[config.mk]
export PLATFORM = sky130hd
export DESIGN_NAME = xsrgb_matrix
export DESIGN_NICKNAME = d
export VERILOG_FILES = /design/src/sv/xsrgb_pkg.sv /design/src/sv/xsrgb_matrix.sv
export SDC_FILE = /design/constraint.sdc
export NUM_CORES = 2
export LEC_CHECK = 0
export BUFFER_PORTS_ARGS = -buffer_cell sky130_fd_sc_hd__buf_2
export CORE_ASPECT_RATIO = 0.8
export CORE_MARGIN = 5
export CORE_UTILIZATION = 33
export DETAILED_ROUTE_END_ITERATION = 8
export GPL_TIMING_DRIVEN = 0
export HOLD_SLACK_MARGIN = 0.15
export PLACE_DENSITY = 0.49
export SLEW_MARGIN = 20
export SYNTH_ARGS = -nofsm -noshare
export SYNTH_HDL_FRONTEND = slang
export SYNTH_SLANG_ARGS = --single-unit
[constraint.sdc]
create_clock -name clk -period 10 [get_ports clk]
set_input_delay 2.5 -clock clk [delete_from_list [all_inputs] [get_ports clk]]
set_output_delay 2.5 -clock clk [all_outputs]
set_load 0.01 [all_outputs]
[src/sv/xsrgb_pkg.sv]
package xsrgb_pkg;

  // input and output words
  typedef struct packed {
    logic [15:0] x_in;
    logic [15:0] y_in;
    logic [15:0] z_in;
  } xyz_word_t;

  typedef struct packed {
    logic [15:0] red_out;
    logic [15:0] green_out;
    logic [15:0] blue_out;
  } srgb_word_t;

  // per-stage load enables of the pipeline
  typedef struct packed {
    logic s1;
    logic s2;
    logic s3;
    logic s4;
    logic s5;
  } pipe_en_t;

  localparam int NUM_CH = 3;

  // linear value in q16, 65536 is one
  localparam int LIN_W = 17;
  localparam logic [LIN_W-1:0] LIN_ONE = 17'd65536;

  // knee of the transfer curve
  localparam logic [LIN_W-1:0] KNEE_LIN_MAX = 17'd205;
  localparam logic [15:0] KNEE_CODE = 16'd2651;
  localparam int LIN_CODE_W = 12;

  // knot code scaling: codes per unit of 1.055 * x^(5/12) in q20, and half of it
  localparam logic signed [63:0] KNOT_DIV  = 64'sd1000 * 64'sd1048576;
  localparam logic signed [63:0] KNOT_HALF = 64'sd500 * 64'sd1048576;

  // sRGB matrix, signed q14, rows r g b
  localparam logic signed [16:0] MTX [NUM_CH][NUM_CH] = '{
    '{ 17'sd53094, -17'sd25185, -17'sd8169 },
    '{ -17'sd15874, 17'sd30733, 17'sd680 },
    '{ 17'sd913, -17'sd3342, 17'sd17318 }
  };

  // floor square root, argument below 2**62
  function automatic logic [63:0] root2(input logic [63:0] n);
    logic [63:0] res;
    logic [63:0] cand;
    res = '0;
    for (int b = 31; b >= 0; b--) begin
      cand = res | (64'd1 << b);
      if (cand * cand <= n) res = cand;
    end
    return res;
  endfunction

  // floor cube root, argument below 2**62
  function automatic logic [63:0] root3(input logic [63:0] n);
    logic [63:0] res;
    logic [63:0] cand;
    res = '0;
    for (int b = 20; b >= 0; b--) begin
      cand = res | (64'd1 << b);
      if (cand * cand * cand <= n) res = cand;
    end
    return res;
  endfunction

  // curve code at x, x given in q30
  function automatic logic [15:0] knot_code(input logic [63:0] x30);
    logic [63:0] s;
    logic [63:0] q;
    logic [63:0] w;
    logic [63:0] r;
    logic signed [63:0] num;
    logic signed [63:0] code;
    s = root2(x30 << 30);
    q = root2(s << 30);
    w = (x30 * q) >> 30;
    r = root3(w << 30);
    num = $signed(64'd1055 * r * 64'd65535) - (64'sd55 * 64'sd65535 * 64'sd1048576);
    if (num <= 0) begin
      code = '0;
    end else begin
      code = (num + KNOT_HALF) / KNOT_DIV;
      if (code > 64'sd65535) code = 64'sd65535;
    end
    return code[15:0];
  endfunction

  // code of the straight segment below the knee
  function automatic logic [LIN_CODE_W-1:0] lin_code(input logic [63:0] l);
    logic [63:0] v;
    v = (l * 64'd1292 * 64'd65535 + 64'd3276800) / 64'd6553600;
    return v[LIN_CODE_W-1:0];
  endfunction

endpackage

[src/sv/xsrgb_matrix.sv]
module xsrgb_matrix (
  input  logic                               clk,
  input  xsrgb_pkg::pipe_en_t                en,
  input  xsrgb_pkg::xyz_word_t               pix,
  output logic [xsrgb_pkg::LIN_W-1:0]        lin [xsrgb_pkg::NUM_CH]
);
  import xsrgb_pkg::*;

  logic signed [16:0] xyz [NUM_CH];
  logic signed [33:0] prod [NUM_CH][NUM_CH];
  logic signed [35:0] sum [NUM_CH];
  logic signed [35:0] rnd [NUM_CH];
  logic [LIN_W-1:0]   lin_next [NUM_CH];

  assign xyz[0] = $signed({1'b0, pix.x_in});
  assign xyz[1] = $signed({1'b0, pix.y_in});
  assign xyz[2] = $signed({1'b0, pix.z_in});

  // stage 1: nine products
  always_ff @(posedge clk) begin
    if (en.s1) begin
      for (int r = 0; r < NUM_CH; r++) begin
        for (int c = 0; c < NUM_CH; c++) begin
          prod[r][c] <= MTX[r][c] * xyz[c];
        end
      end
    end
  end

  // row sums, rounding to q16 and clamping to [0,1]
  always_comb begin
    for (int r = 0; r < NUM_CH; r++) begin
      sum[r] = 36'(prod[r][0]) + 36'(prod[r][1]) + 36'(prod[r][2]);
      rnd[r] = (sum[r] + 36'sd2048) >>> 12;
      if (sum[r] <= 36'sd0) begin
        lin_next[r] = '0;
      end else if (rnd[r] > 36'sd65536) begin
        lin_next[r] = LIN_ONE;
      end else begin
        lin_next[r] = rnd[r][LIN_W-1:0];
      end
    end
  end

  // stage 2: linear channel values
  always_ff @(posedge clk) begin
    if (en.s2) begin
      lin <= lin_next;
    end
  end

endmodule

Word-level counts from Yosys, hierarchy flattened. Memory sizes are Yosys's and may differ from the RTL's. Index checks and enable logic that the tools add are counted.

Add/subtract/negate cells: 9. Multipliers: 9. Divide/modulo/power cells: 0. $lt $le $gt $ge: 6. Eq/ne operators: 0. Shift-type cells: 0. Mux-type cells: 5. Bitwise operators: 0. Reductions and logical operators: 3.

Operators with widths (number): adder 35 x 34 -> 36 bit (3); adder 36 x 13 -> 36 bit, second input constant (3); <= comparator 36 x 1 -> 1 bit, second input constant (3); adder 34 x 34 -> 35 bit (3); > comparator 24 x 18 -> 1 bit, second input constant (3); multiplier 14 x 17 -> 31 bit, first input constant (2); multiplier 15 x 16 -> 31 bit, first input constant (2); two-way mux 17 bit (3); multiplier 16 x 17 -> 33 bit, first input constant (1); multiplier 14 x 16 -> 30 bit, first input constant (1); multiplier 12 x 17 -> 29 bit, first input constant (1); multiplier 10 x 16 -> 26 bit, first input constant (1); multiplier 7 x 16 -> 23 bit, first input constant (1); OR reduction 2 bit (3); two-way mux 1 bit (2).

Register bits after elaboration: 51. Latch bits: 0. Bits in writable memories: 306. Bits in read-only memories: 0. Output and inout bits: 51. Logic and storage cells: 39. Memories kept: 1.

Memory list: prod (words 3, bits a word 102, read ports 3, clocked after memory_dff 0, wr ports 3, RTL line xsrgb_matrix.sv:10) `logic signed [33:0] prod [NUM_CH][NUM_CH];`.

Depth between registers and ports, before layout. An unclocked memory read counts as a cell.

Depth after elaboration: 6. Mapped depth: 25. Mapped depth without buffers: 25.

Least setup slack after synthesis. No wires, ideal clock.

Kind: input to register. From: input pix[26] in the netlist's numbering. To: memory prod[0][67] in the netlist's numbering, data pin. Setup time: 0.258 ns. Arrival: 8.226 ns. Data required time: 9.742 ns. Path slack: 1.516 ns. Cell stages on the path: 23. Buffers on the path: 0. Path through: fa_1 ha_1 inv_1 fa_1 inv_1 fa_1 fa_1 inv_1 fa_1 inv_1 ha_1 a21o_1 a21o_1 a21oi_1 o21ai_0 a2111oi_0 nor3_1 o32ai_1 nor2b_1 or2_2 a21o_1 o41a_1 xnor2_1.

RTL lines: start, declared (RTL line xsrgb_matrix.sv:4) `input xsrgb_pkg::xyz_word_t pix,`; end, declared (RTL line xsrgb_matrix.sv:10).

==> flow_metrics.tcl <==
set metrics [dict create \
    crit_chain "buf_2 -> ha_1 -> inv_1 -> fa_1 -> fa_1 -> inv_1 -> fa_1 -> fa_1 -> inv_1 -> fa_1 -> inv_1 -> ha_1 -> a21o_1 -> a21o_1 -> a21oi_1 -> o21ai_0 -> a2111oi_0 -> nor3_1 -> o32ai_1 -> nor2b_1 -> or2_2 -> a21o_1 -> o41a_1 -> xnor2_1" \
    arrival_ps 9450 \
    synth_top_cells_by_count "955 x ha_1, 946 x inv_1, 578 x fa_1" \
    drive_gt1_share_pct 5.30 \
    drv_cap 0 \
    yosysTopAreaCell "ha_1" \
    drtIter0Drc 2213 \
    die_area_um2 158000 \
    area_growth_pct 9.28 \
    num_vias 35100 \
    critPathMostFrequentCell "fa_1" \
    grt_setup_unrepaired "false" \
    use_met1_pct 26.6 \
    r2r_cells 19 \
    syn-num-nets 6475 \
    worstMarginPinSlew_ps 1020 \
    clock_latency_ps 620 \
    grt_max_degree 99 \
    synth_top_family_by_area "adder cells" \
    synth.most_common_cell "ha_1" \
    yosys.area_share.simple_pct 9.88 \
    cts_hold_buffers 0 \
    critPathMaxFanout 15 \
    wl_per_cell_um 20.6 \
    max_slew_margin_pct 31.3 \
    synth_seq_cells 307 \
    synth_seq_area_share_pct 18.6 \
    ys.flop_type "edfxtp_1" \
    criticalPathCategory "input pin to register" \
    max_freq_ghz 0.110 \
    hp-class "register to register" \
    setup-violations-final 0 \
    r2r_slack_ps 3560 \
    synth_edf_count 307 \
    grt_overflow_total 0 \
    critPathTopFamily "adder cells" \
    synth_area_leaders "ha_1 24%, fa_1 23%, edfxtp_1 19%, inv_1 7.1%, xnor2_1 3.6%" \
    r2r-end "lin[15]" \
    coreArea_um2 150000 \
    die_w_um 444 \
    hpwl_mm 124 \
    worstHoldStart "prod[2][67]" \
    setup_tns_ps 0 \
    cts_setup_buffers 0 \
    drc 0 \
    crit_path_end_kind "register" \
    fp.dieH_um 357 \
    synthAdderAreaFrac_pct 47.4 \
    required_ps 10370 \
    clkSlewWorstSetupHoldPaths_ps 70 \
    synthCells 4888 \
    routed_wl_mm 146 \
    ys.warnings.count 0 \
    htreeDepth 2 \
    fin_crit_sh_pct 90.9 \
    cts_buffer_depth 3 \
    slew_viol_final 0 \
    grt_util_met2_pct 27.9 \
    clock_sinks 307 \
    timing.rr.start "prod[2][35]" \
    antenna_found_initial 10 \
    use_met3_pct 4.61 \
    yosysUniqueCellTypes 100 \
    synth_compound_area_share_pct 11.2 \
    max_stage_delay_ps 540 \
    cts_tree "done" \
    via_per_inst 4.96 \
    root_buffer "clkbuf_16" \
    grt_pass1_wl_mm 221 \
    num_io_pins 105 \
    worst-path-buf-inv 5 \
    fill_cells 15200 \
    cts_made_buffers 44 \
    syn-cell-area_um2 49700 \
    netlist.area_leader.share_pct 24.1 \
    cts_resized 0 \
    synth.area.mux_share_pct 0.363 \
    cp-start-kind "input pin" \
    synth_xor_area_share_pct 5.16 \
    cp_slowest_cell "ha_1" \
    start_util_pct 33.2 \
    ant_nets 0 \
    hold_depth 3 \
    top_usage_layer "met2" \
    layout_min_cycle_time_ps 9090 \
    rows 127 \
    place_congestion 0.888 \
    whs_endpoint "lin[16]" \
    final-hold-violation-count 0 \
    synthArstFlopShare_pct 0 \
    skew_ps 28.7 \
    grt_pass1_vias 35700 \
    avgSynthCellArea_um2 10.2 \
    firstDrtPassIters 7 \
    nNetsFinal 6625 \
    outcome "finished, final reports clean" \
    grt_use_total_pct 18.4 \
    io_buffers 101 \
]
routing by layer:
metal	up-vias	share of wire (%)	wire length, um
met2	723	42	61400
met5	-	0	0
met4	0	2.0	2970
li1	17100	-	-
met3	126	7.3	10600
met1	17200	48	70600
area by class of cell:
class | instances | area [um2] | share of cell area [%]
antenna | 8 | 20.0 | 0.0369
buffer | 41 | 175 | 0.323
clock buffer | 47 | 1110 | 2.05
clock inverter | 34 | 373 | 0.687
inverter | 946 | 3550 | 6.54
multi-input combinational | 3594 | 36700 | 67.7
sequential | 307 | 9220 | 17.0
tap | 1999 | 2500 | 4.61
timing repair buffer | 104 | 601 | 1.11
stage by stage:
stage	area, um2	hold WS, ps	util, %	cells	worst slack, ps
floorplan	49700	882	-	4888	1520
global placement	52700	1130	35.2	6988	326
detailed placement	52800	1140	35.3	6991	313
CTS	54300	1140	36.2	7072	965
global route	54300	1200	36.3	7074	524
finish	54300	1130	36.3	7080	913
kinds of logic after synthesis:
logic type,count (synthesis)
simple gates,943
xor+xnor,291
fa+ha+maj,1533
compound gates,811
mux,16
buf+inv,987
flops,307
worst min-delay path: stages, from the launching register on:
cell and delay (ps):
edfxtp_1 480, inv_1 160, o31ai_1 120, and2_1 200
how the worst max path moves through the flow:
stage                  endpoint    start  cells past startpoint  slack (ps)
floorplan           prod[0][67]  pix[26]                     23        1520
global placement    prod[0][67]  pix[16]                     24         330
detailed placement  prod[0][67]  pix[16]                     24         310
CTS                 prod[0][67]  pix[16]                     24         970
global route        prod[0][67]  pix[20]                     22         520
finish              prod[0][67]  pix[16]                     24         910
state kept, by name, summed over array words and instances (netlist names):
register	flops
prod	256
lin	51
cell usage in the layout, fill, tap and decap left out, drive strengths merged, types with 16 or more instances in the layout:
| cell | count |
|---|---|
| a211oi | 44 |
| a21o | 111 |
| a21oi | 209 |
| a31oi | 25 |
| and2 | 38 |
| and3 | 43 |
| buf | 115 |
| clkbuf | 77 |
| clkinv | 19 |
| edfxtp | 307 |
| fa | 578 |
| ha | 955 |
| inv | 950 |
| nand2 | 160 |
| nand2b | 29 |
| nand3 | 76 |
| nand4 | 44 |
| nor2 | 256 |
| nor2b | 41 |
| nor3 | 98 |
| nor4 | 23 |
| o211ai | 19 |
| o21a | 45 |
| o21ai | 139 |
| o21bai | 34 |
| or2 | 20 |
| or3 | 41 |
| or4 | 16 |
| xnor2 | 202 |
| xor2 | 89 |
Power is left out: the tool's default activity adds up to more than one toggle a clock period on the data nets, which glitch-free logic cannot reach.
