## config.mk

```make
export PLATFORM = sky130hd
export DESIGN_NAME = xsrgb_gamma
export DESIGN_NICKNAME = d
export VERILOG_FILES = /design/src/sv/xsrgb_pkg.sv /design/src/sv/xsrgb_gamma.sv
export SDC_FILE = /design/constraint.sdc
export NUM_CORES = 1
export LEC_CHECK = 0
export ABC_AREA = 1
export ABC_CLOCK_PERIOD_IN_PS = 12200
export BUFFER_PORTS_ARGS = -buffer_cell sky130_fd_sc_hd__buf_2
export CAP_MARGIN = 20
export CELL_PAD_IN_SITES_DETAIL_PLACEMENT = 1
export CELL_PAD_IN_SITES_GLOBAL_PLACEMENT = 1
export CORE_MARGIN = 2
export CORE_UTILIZATION = 31
export DETAILED_ROUTE_END_ITERATION = 7
export PLACE_DENSITY_LB_ADDON = 0.1
export SLEW_MARGIN = 20
export SYNTH_ARGS = -nofsm -noshare
export SYNTH_HDL_FRONTEND = slang
export SYNTH_SLANG_ARGS = --single-unit
```

## constraint.sdc

```tcl
create_clock -name clk -period 12.2 [get_ports clk]
set_clock_uncertainty 0.15 [all_clocks]
set_input_delay 2.44 -clock clk [delete_from_list [all_inputs] [get_ports clk]]
set_output_delay 2.44 -clock clk [all_outputs]
set_load 0.02 [all_outputs]
```

## src/sv/xsrgb_pkg.sv

```systemverilog
package xsrgb_pkg;

  // input and output words
  typedef struct packed {
    logic [15:0] x_in;
    logic [15:0] y_in;
    logic [15:0] z_in;
  } xyz_word_t;

  typedef struct packed {
    logic [15:0] red_out;
    logic [15:0] green_out;
    logic [15:0] blue_out;
  } srgb_word_t;

  // per-stage load enables of the pipeline
  typedef struct packed {
    logic s1;
    logic s2;
    logic s3;
    logic s4;
    logic s5;
  } pipe_en_t;

  localparam int NUM_CH = 3;

  // linear value in q16, 65536 is one
  localparam int LIN_W = 17;
  localparam logic [LIN_W-1:0] LIN_ONE = 17'd65536;

  // knee of the transfer curve
  localparam logic [LIN_W-1:0] KNEE_LIN_MAX = 17'd205;
  localparam logic [15:0] KNEE_CODE = 16'd2651;
  localparam int LIN_CODE_W = 12;

  // knot code scaling: codes per unit of 1.055 * x^(5/12) in q20, and half of it
  localparam logic signed [63:0] KNOT_DIV  = 64'sd1000 * 64'sd1048576;
  localparam logic signed [63:0] KNOT_HALF = 64'sd500 * 64'sd1048576;

  // sRGB matrix, signed q14, rows r g b
  localparam logic signed [16:0] MTX [NUM_CH][NUM_CH] = '{
    '{ 17'sd53094, -17'sd25185, -17'sd8169 },
    '{ -17'sd15874, 17'sd30733, 17'sd680 },
    '{ 17'sd913, -17'sd3342, 17'sd17318 }
  };

  // floor square root, argument below 2**62
  function automatic logic [63:0] root2(input logic [63:0] n);
    logic [63:0] res;
    logic [63:0] cand;
    res = '0;
    for (int b = 31; b >= 0; b--) begin
      cand = res | (64'd1 << b);
      if (cand * cand <= n) res = cand;
    end
    return res;
  endfunction

  // floor cube root, argument below 2**62
  function automatic logic [63:0] root3(input logic [63:0] n);
    logic [63:0] res;
    logic [63:0] cand;
    res = '0;
    for (int b = 20; b >= 0; b--) begin
      cand = res | (64'd1 << b);
      if (cand * cand * cand <= n) res = cand;
    end
    return res;
  endfunction

  // curve code at x, x given in q30
  function automatic logic [15:0] knot_code(input logic [63:0] x30);
    logic [63:0] s;
    logic [63:0] q;
    logic [63:0] w;
    logic [63:0] r;
    logic signed [63:0] num;
    logic signed [63:0] code;
    s = root2(x30 << 30);
    q = root2(s << 30);
    w = (x30 * q) >> 30;
    r = root3(w << 30);
    num = $signed(64'd1055 * r * 64'd65535) - (64'sd55 * 64'sd65535 * 64'sd1048576);
    if (num <= 0) begin
      code = '0;
    end else begin
      code = (num + KNOT_HALF) / KNOT_DIV;
      if (code > 64'sd65535) code = 64'sd65535;
    end
    return code[15:0];
  endfunction

  // code of the straight segment below the knee
  function automatic logic [LIN_CODE_W-1:0] lin_code(input logic [63:0] l);
    logic [63:0] v;
    v = (l * 64'd1292 * 64'd65535 + 64'd3276800) / 64'd6553600;
    return v[LIN_CODE_W-1:0];
  endfunction

endpackage

```

## src/sv/xsrgb_gamma.sv

```systemverilog
module xsrgb_gamma #(
  parameter int GAMMA_SEGMENTS = 64
) (
  input  logic                        clk,
  input  xsrgb_pkg::pipe_en_t         en,
  input  logic [xsrgb_pkg::LIN_W-1:0] lin,
  output logic [15:0]                 code
);
  import xsrgb_pkg::*;

  localparam int AW = $clog2(GAMMA_SEGMENTS);
  localparam int SW = $clog2(GAMMA_SEGMENTS + 1);
  localparam int PW = LIN_W + SW;
  localparam logic [63:0] X_TOP = (64'(GAMMA_SEGMENTS) << 30) / GAMMA_SEGMENTS;
  localparam logic [15:0] KNOT_TOP = knot_code(X_TOP);

  // knot pairs {upper, lower} per segment, spare rows read as zero
  logic [31:0]           knot_rom [2**AW];
  logic [LIN_CODE_W-1:0] lin_tab [256];

  for (genvar i = 0; i < 2**AW; i++) begin : g_knot
    if (i < GAMMA_SEGMENTS) begin : g_used
      localparam logic [63:0] X_LO = (64'(i) << 30) / GAMMA_SEGMENTS;
      localparam logic [63:0] X_HI = (64'(i + 1) << 30) / GAMMA_SEGMENTS;
      localparam logic [15:0] K_LO = (i == 0) ? KNEE_CODE : knot_code(X_LO);
      localparam logic [15:0] K_HI = knot_code(X_HI);
      assign knot_rom[i] = {K_HI, K_LO};
    end else begin : g_spare
      assign knot_rom[i] = '0;
    end
  end

  for (genvar j = 0; j < 256; j++) begin : g_lin
    if (j <= 205) begin : g_used
      localparam logic [LIN_CODE_W-1:0] L_CODE = lin_code(64'(j));
      assign lin_tab[j] = L_CODE;
    end else begin : g_spare
      assign lin_tab[j] = '0;
    end
  end

  // segment index and fraction
  logic [PW-1:0] pos;
  logic [AW-1:0] idx;
  assign pos = PW'(lin) * PW'(GAMMA_SEGMENTS);
  assign idx = pos[16 +: AW];

  // stage 3: table read and branch choice
  logic [31:0]           row;
  logic [15:0]           frac;
  logic                  lin_sel3;
  logic                  sat_sel3;
  logic [LIN_CODE_W-1:0] lin_val3;

  always_ff @(posedge clk) begin
    if (en.s3) begin
      row      <= knot_rom[idx];
      frac     <= pos[15:0];
      lin_sel3 <= (lin <= KNEE_LIN_MAX);
      sat_sel3 <= (lin == LIN_ONE);
      lin_val3 <= lin_tab[lin[7:0]];
    end
  end

  // stage 4: slope times fraction
  logic signed [16:0]    slope;
  logic [15:0]           base4;
  logic signed [33:0]    delta;
  logic                  lin_sel4;
  logic                  sat_sel4;
  logic [LIN_CODE_W-1:0] lin_val4;

  assign slope = $signed({1'b0, row[31:16]}) - $signed({1'b0, row[15:0]});

  always_ff @(posedge clk) begin
    if (en.s4) begin
      base4    <= row[15:0];
      delta    <= slope * $signed({1'b0, frac});
      lin_sel4 <= lin_sel3;
      sat_sel4 <= sat_sel3;
      lin_val4 <= lin_val3;
    end
  end

  // stage 5: round, add base and select branch
  logic signed [33:0] delta_rnd;
  logic signed [17:0] interp;
  logic [15:0]        code_next;

  assign delta_rnd = delta + 34'sd32768;
  assign interp    = $signed({2'b00, base4}) + delta_rnd[33:16];

  always_comb begin
    priority if (lin_sel4) begin
      code_next = 16'(lin_val4);
    end else if (sat_sel4) begin
      code_next = KNOT_TOP;
    end else begin
      code_next = interp[15:0];
    end
  end

  always_ff @(posedge clk) begin
    if (en.s5) begin
      code <= code_next;
    end
  end

endmodule

```

## Yosys cells after proc, flatten, opt, wreduce, memory -nomap -nowiden

Memories as Yosys holds them, arrays and structs flattened. A register that Yosys moved wholly into a read port is not among the register bits.
Index checks and enable logic that the tools add are counted.

| word-level totals | value |
|---|---|
| output and inout bits | 16 |
| bits in read-only memories | 5120 |
| word-level logic and storage cells | 22 |
| register bits after elaboration | 90 |
| memories kept | 2 |

Memory list:

| name | depth | width | read ports | clocked after Yosys merged registers in | write ports | RTL line | text |
|---|---|---|---|---|---|---|---|
| (no name shown) | 256 | 12 | 1 | 1 | 0 | xsrgb_gamma.sv:61 | `lin_val3 <= lin_tab[lin[7:0]];` |
| (no name shown) | 64 | 32 | 1 | 1 | 0 | xsrgb_gamma.sv:57 | `row <= knot_rom[idx];` |

| cells by class | value |
|---|---|
| multiply operators | 1 |
| muxes and demuxes | 2 |
| add/sub/neg operators | 3 |
| equal/unequal tests | 1 |
| $lt $le $gt $ge | 1 |
| bitwise operators | 2 |

Operators by type and width:

| cell | count |
|---|---|
| $add 32x17->32 const B | 1 |
| $mul 17x11->26 | 1 |
| $eq 17x17->1 const B | 1 |
| $le 17x8->1 const B | 1 |
| $sub 16x16->17 | 1 |
| $add 16x16->16 | 1 |
| $mux 16 | 1 |
| $mux 12 | 1 |
| $not 8->9 | 1 |
| $not 6->7 | 1 |

## Longest topological paths before layout

| logic depth | value |
|---|---|
| depth after elaboration | 4 |
| depth in mapped cells | 35 |

## Worst setup path after synthesis

OpenSTA, ideal clock, no wires.

| timing path | value |
|---|---|
| path kind | register to register |
| start | register row[0] |
| end | register delta[31] (data pin) |
| stages on the path, launching flop included | 28 |
| slack | 6.128 ns |
| period minus slack after synthesis | 6.072 ns |
| data arrival time | 5.670 ns |
| cells stage by stage | edfxtp_1 > ha_1 > fa_1 > inv_1 > nand2_1 > nand2_1 > nand3_1 > nand2_1 > nand2_2 > nand2_1 > nor2_1 > fa_1 > inv_1 > fa_1 > inv_1 > fa_1 > inv_1 > fa_1 > fa_1 > inv_1 > ha_1 > nand2_1 > nor3_1 > nand3_1 > nor2_1 > nor2_1 > nand3_1 > nand2_1 |

| between the ends | value |
|---|---|
| cells in the longest elaborated chain, start to end | 2 |

RTL lines:

| element | RTL line | text |
|---|---|---|
| from (decl) | xsrgb_gamma.sv:49 | `logic [31:0] row;` |
| $sub 16x16->17 | xsrgb_gamma.sv:73 | `assign slope = $signed({1'b0, row[31:16]}) - $signed({1'b0, row[15:0]});` |
| $mul 17x11->26 | xsrgb_gamma.sv:78 | `delta <= slope * $signed({1'b0, frac});` |
| to (signal assigned) | xsrgb_gamma.sv:78 |  |
| to (decl) | xsrgb_gamma.sv:68 | `logic signed [33:0] delta;` |

No other way between the ends.
A chain may end at the register's enable or synchronous reset.

## Worst setup path after layout

| timing path | value |
|---|---|
| start | register row[0] |
| end | register delta[24] (data pin) |

Same word-level chain as after synthesis.

==> impl_summary.md <==
Route
Once detail routing completed, the nets flagged for antenna violations numbered 0. The number of design-rule violations left by the first detailed-router iteration is 909. After detailed routing, the number of remaining DRC violations is 0. For this block, the routed nets add up to 60.2 mm of wire. Dividing the detail-routed via count by the number of cells gives 5.18. After detailed routing, the average wire length per cell comes to 21.0 um. The final route contains 14800 vias.

The number of iterations in the first detailed-routing pass is 6.

Outcome
The flow ran to the end, and the final reports show no timing, DRC or antenna violations.

Synth
The library cell with the highest instance count after synthesis is sky130_fd_sc_hd__nand2_1. The count of warnings emitted by yosys is 0. The async set or reset register ratio after synthesis is 0%.

The share of the synthesized area in the top cell type is 22.4%. The number of enable flip-flop cells after synthesis is 119. The post-synth net total is roughly 2400. Counting every instance in the synthesized netlist gives 2169. The flip-flop cell with the highest count after synthesis is sky130_fd_sc_hd__edfxtp_1. The mean cell area of the mapped netlist is 7.36 sq um. After synthesis, the cell types taking the most area are sky130_fd_sc_hd__edfxtp_1 (22%), sky130_fd_sc_hd__fa_1 (18%), sky130_fd_sc_hd__nand2_1 (11%). After synthesis, flip-flops and latches occupy 22.4% of the total area. The biggest area consumer among synthesized cells is sky130_fd_sc_hd__edfxtp_1.

Synthesis instantiated 59 different standard cells from the library. The post-synth design cell area is 16000 sq um. Counting instances in the post-synthesis netlist gives the leading cell types as sky130_fd_sc_hd__nand2_1 (460), sky130_fd_sc_hd__inv_1 (414), sky130_fd_sc_hd__nor2_1 (246). The synthesized design contains 119 register bits.

Timing
The final period utilization is between 60 and 70%. The final critical-path required period is 7410 ps. The final-report max-slew violation count is 0. The tightest slew margin relative to the limit is 30.6%. Across all hold checks on the routed design, the worst slack comes to roughly 270 ps.

At the pin with the least slew margin, the transition time is 1030 ps. Derived from the worst setup path, the maximum achievable clock frequency is 135 MHz. Setup violations remaining at the end of the flow were counted as 0. In the final timing run, aggregate negative setup slack is 0 ps. Setup repair after global routing left no endpoint under its margin. The hold violation count in the final report is 0.

Hold path
For hold timing, the worst endpoint is lin_val4[4]$_DFFE_PP_. The startpoint of the most critical hold path is lin_val3[4]$_DFFE_PP_. Counting instances, the worst hold path has a depth of 0.

The min-delay analysis places its worst path in the category register to register.

Floorplanning
The core box area is 51100 sq um. The floorplan step set the die width to about 230 um. The floorplan step defined a die boundary enclosing approximately 53000 sq um. For this configuration, the core starts out at a cell density of 31.2%. The floorplan has 83 rows. The height of the die is 231 um.

The number of top-level pins is 39.

Clock network
TritonCTS built the clock tree. TritonCTS created 17 clock buffers. The deepest level of the CTS H-tree is 4.

The sink count of the clock tree is ~120. The clock passes through at most 2 buffers. The number of setup buffers added after CTS is 0.

The post-cts sizing count is 0. For the worst-skew pair, the clock arrives at the later sink with an insertion delay of roughly 420 ps. Buffers inserted to repair hold after CTS numbered 0. The clock-pin slew of the registers on the worst-case setup and hold paths is 60 ps.

Clock tree synthesis selected as its root buffer the cell sky130_fd_sc_hd__clkbuf_16.

Layout
The number of antenna diodes is 0. Relative to the synthesized area, the layout overhead comes to 8.96%. In the final layout, the share of cells above drive strength 1 is 4.99%.

Fill cells in the final layout number 6402. The number of nets in the layout is around 2400. The share of the core filled with cells in the final layout is 34.0%.

Critical path
The endpoint of the worst register-to-register path is delta[24]$_DFFE_PP_. The reg-to-reg critical path startpoint is row[0]$_DFFE_PP_. The sort of element at the start of the critical path is a register. The depth of the worst register-to-register path is 26. The maximum fanout count along the critical path is 7. The reg2reg setup slack is 4790 ps. The setup path with the least slack is of type register to register. For the worst setup path, the data required time is 12210 ps. STA puts the critical path data arrival time at 7430 ps. The endpoint kind of the worst setup timing path is a register.

Global route
The first-pass GRT wire length is ~94 mm. Global routing used 23.1% of the available tracks. The largest net degree at the start of global routing is 57.

The via count of the first global-routing pass is 15900. The initial antenna violation count is 0. The overall overflow remaining after global route is 0.

Place
During placement, the flow inserted port buffers numbering 36. At the end of routability-driven placement, the weighted congestion stood at 0.931. The placed wire-length estimate is 48.7 mm.

Job
The tool flagged a number of max-cap violations equal to 0.
## metrics by stage
stage                     area (sq um)  setup WS [ps]  std cells
after floorplan                  16000           6130       2169
after global placement           16800           4760       2832
after detailed placement         16800           4770       2832
after CTS                        17400           4750       2864
after global routing             17400           4300       2864
final                            17400           4790       2864
## registers in the layout (all words and copies together) (netlist names), 10 cells and up
name / cells
lin_val4: 12
code: 16
row: 32
lin_val3: 12
base4: 16
delta: 17
frac: 10
## how the worst max path moves through the flow
stage	from	end	slack, ps	cells after the start
floorplan	row[0]$_DFFE_PP_	delta[31]$_DFFE_PP_	6130	27
global placement	row[0]$_DFFE_PP_	delta[24]$_DFFE_PP_	4760	26
detailed placement	row[0]$_DFFE_PP_	delta[24]$_DFFE_PP_	4770	26
CTS	row[0]$_DFFE_PP_	delta[24]$_DFFE_PP_	4750	26
global route	row[0]$_DFFE_PP_	delta[24]$_DFFE_PP_	4300	26
finish	row[0]$_DFFE_PP_	delta[24]$_DFFE_PP_	4790	26
## worst max-delay path, cell delays in order (launching register included)
cell                       delay (ps)
sky130_fd_sc_hd__edfxtp_1         410
sky130_fd_sc_hd__ha_1             250
sky130_fd_sc_hd__fa_1             360
sky130_fd_sc_hd__inv_1             70
sky130_fd_sc_hd__nand2_1           60
sky130_fd_sc_hd__nand2_1           80
sky130_fd_sc_hd__nand2_1           80
sky130_fd_sc_hd__o21bai_1         250
sky130_fd_sc_hd__xor2_1           700
sky130_fd_sc_hd__nand2_1          170
sky130_fd_sc_hd__fa_1             580
sky130_fd_sc_hd__inv_1             70
sky130_fd_sc_hd__fa_1             550
sky130_fd_sc_hd__fa_1             420
sky130_fd_sc_hd__fa_1             500
sky130_fd_sc_hd__inv_1             50
sky130_fd_sc_hd__fa_1             550
sky130_fd_sc_hd__inv_1             60
sky130_fd_sc_hd__ha_1             350
sky130_fd_sc_hd__a21oi_1          310
sky130_fd_sc_hd__a21boi_0         510
sky130_fd_sc_hd__nor2_1           130
sky130_fd_sc_hd__nor2_1           130
sky130_fd_sc_hd__nand2_1          100
sky130_fd_sc_hd__nand2_1           60
sky130_fd_sc_hd__nand2_1           60
sky130_fd_sc_hd__xor2_1           150
## metal layers
metal | share of wire (%) | global-route usage (%)
met1 | 44 | 29.2
met2 | 49 | 40.7
met3 | 3.2 | 1.88
met4 | 3.9 | 9.15
met5 | 0 | 0
## logic make-up after synthesis
| group | share of synthesized area, % |
|---|---|
| DFF | 22.4 |
| adders and majority gates | 26.3 |
| and+or+nand+nor | 23.0 |
| buffers and inverters | 11.9 |
| xor gates and xnor gates | 2.53 |
| AOI/OAI and AO/OA | 14.0 |
## cells in the final DEF, fill, tap and decap left out, drive strengths merged, types with 24 or more instances in the layout
master,Yosys,layout
edfxtp,119,119
nand2,466,466
o22ai,24,24
a21oi,109,109
nand3,134,134
o211ai,24,24
buf,30,45
o21ai,146,146
xor2,32,32
inv,419,421
nor2,249,249
fa,147,147
ha,100,100
## area by class of cell
type | instances | area (sq um) | share of cell area [%]
clock buffer | 17 | 425 | 2.45
clock inverter | 15 | 201 | 1.16
inverter | 424 | 1590 | 9.16
multi-input combinational | 1564 | 10500 | 60.3
sequential | 119 | 3570 | 20.6
tap | 680 | 851 | 4.89
timing repair buffer | 45 | 250 | 1.44
Power is not shown: default switching activity piles up to over one toggle a cycle in this logic, so the estimate is an artifact.
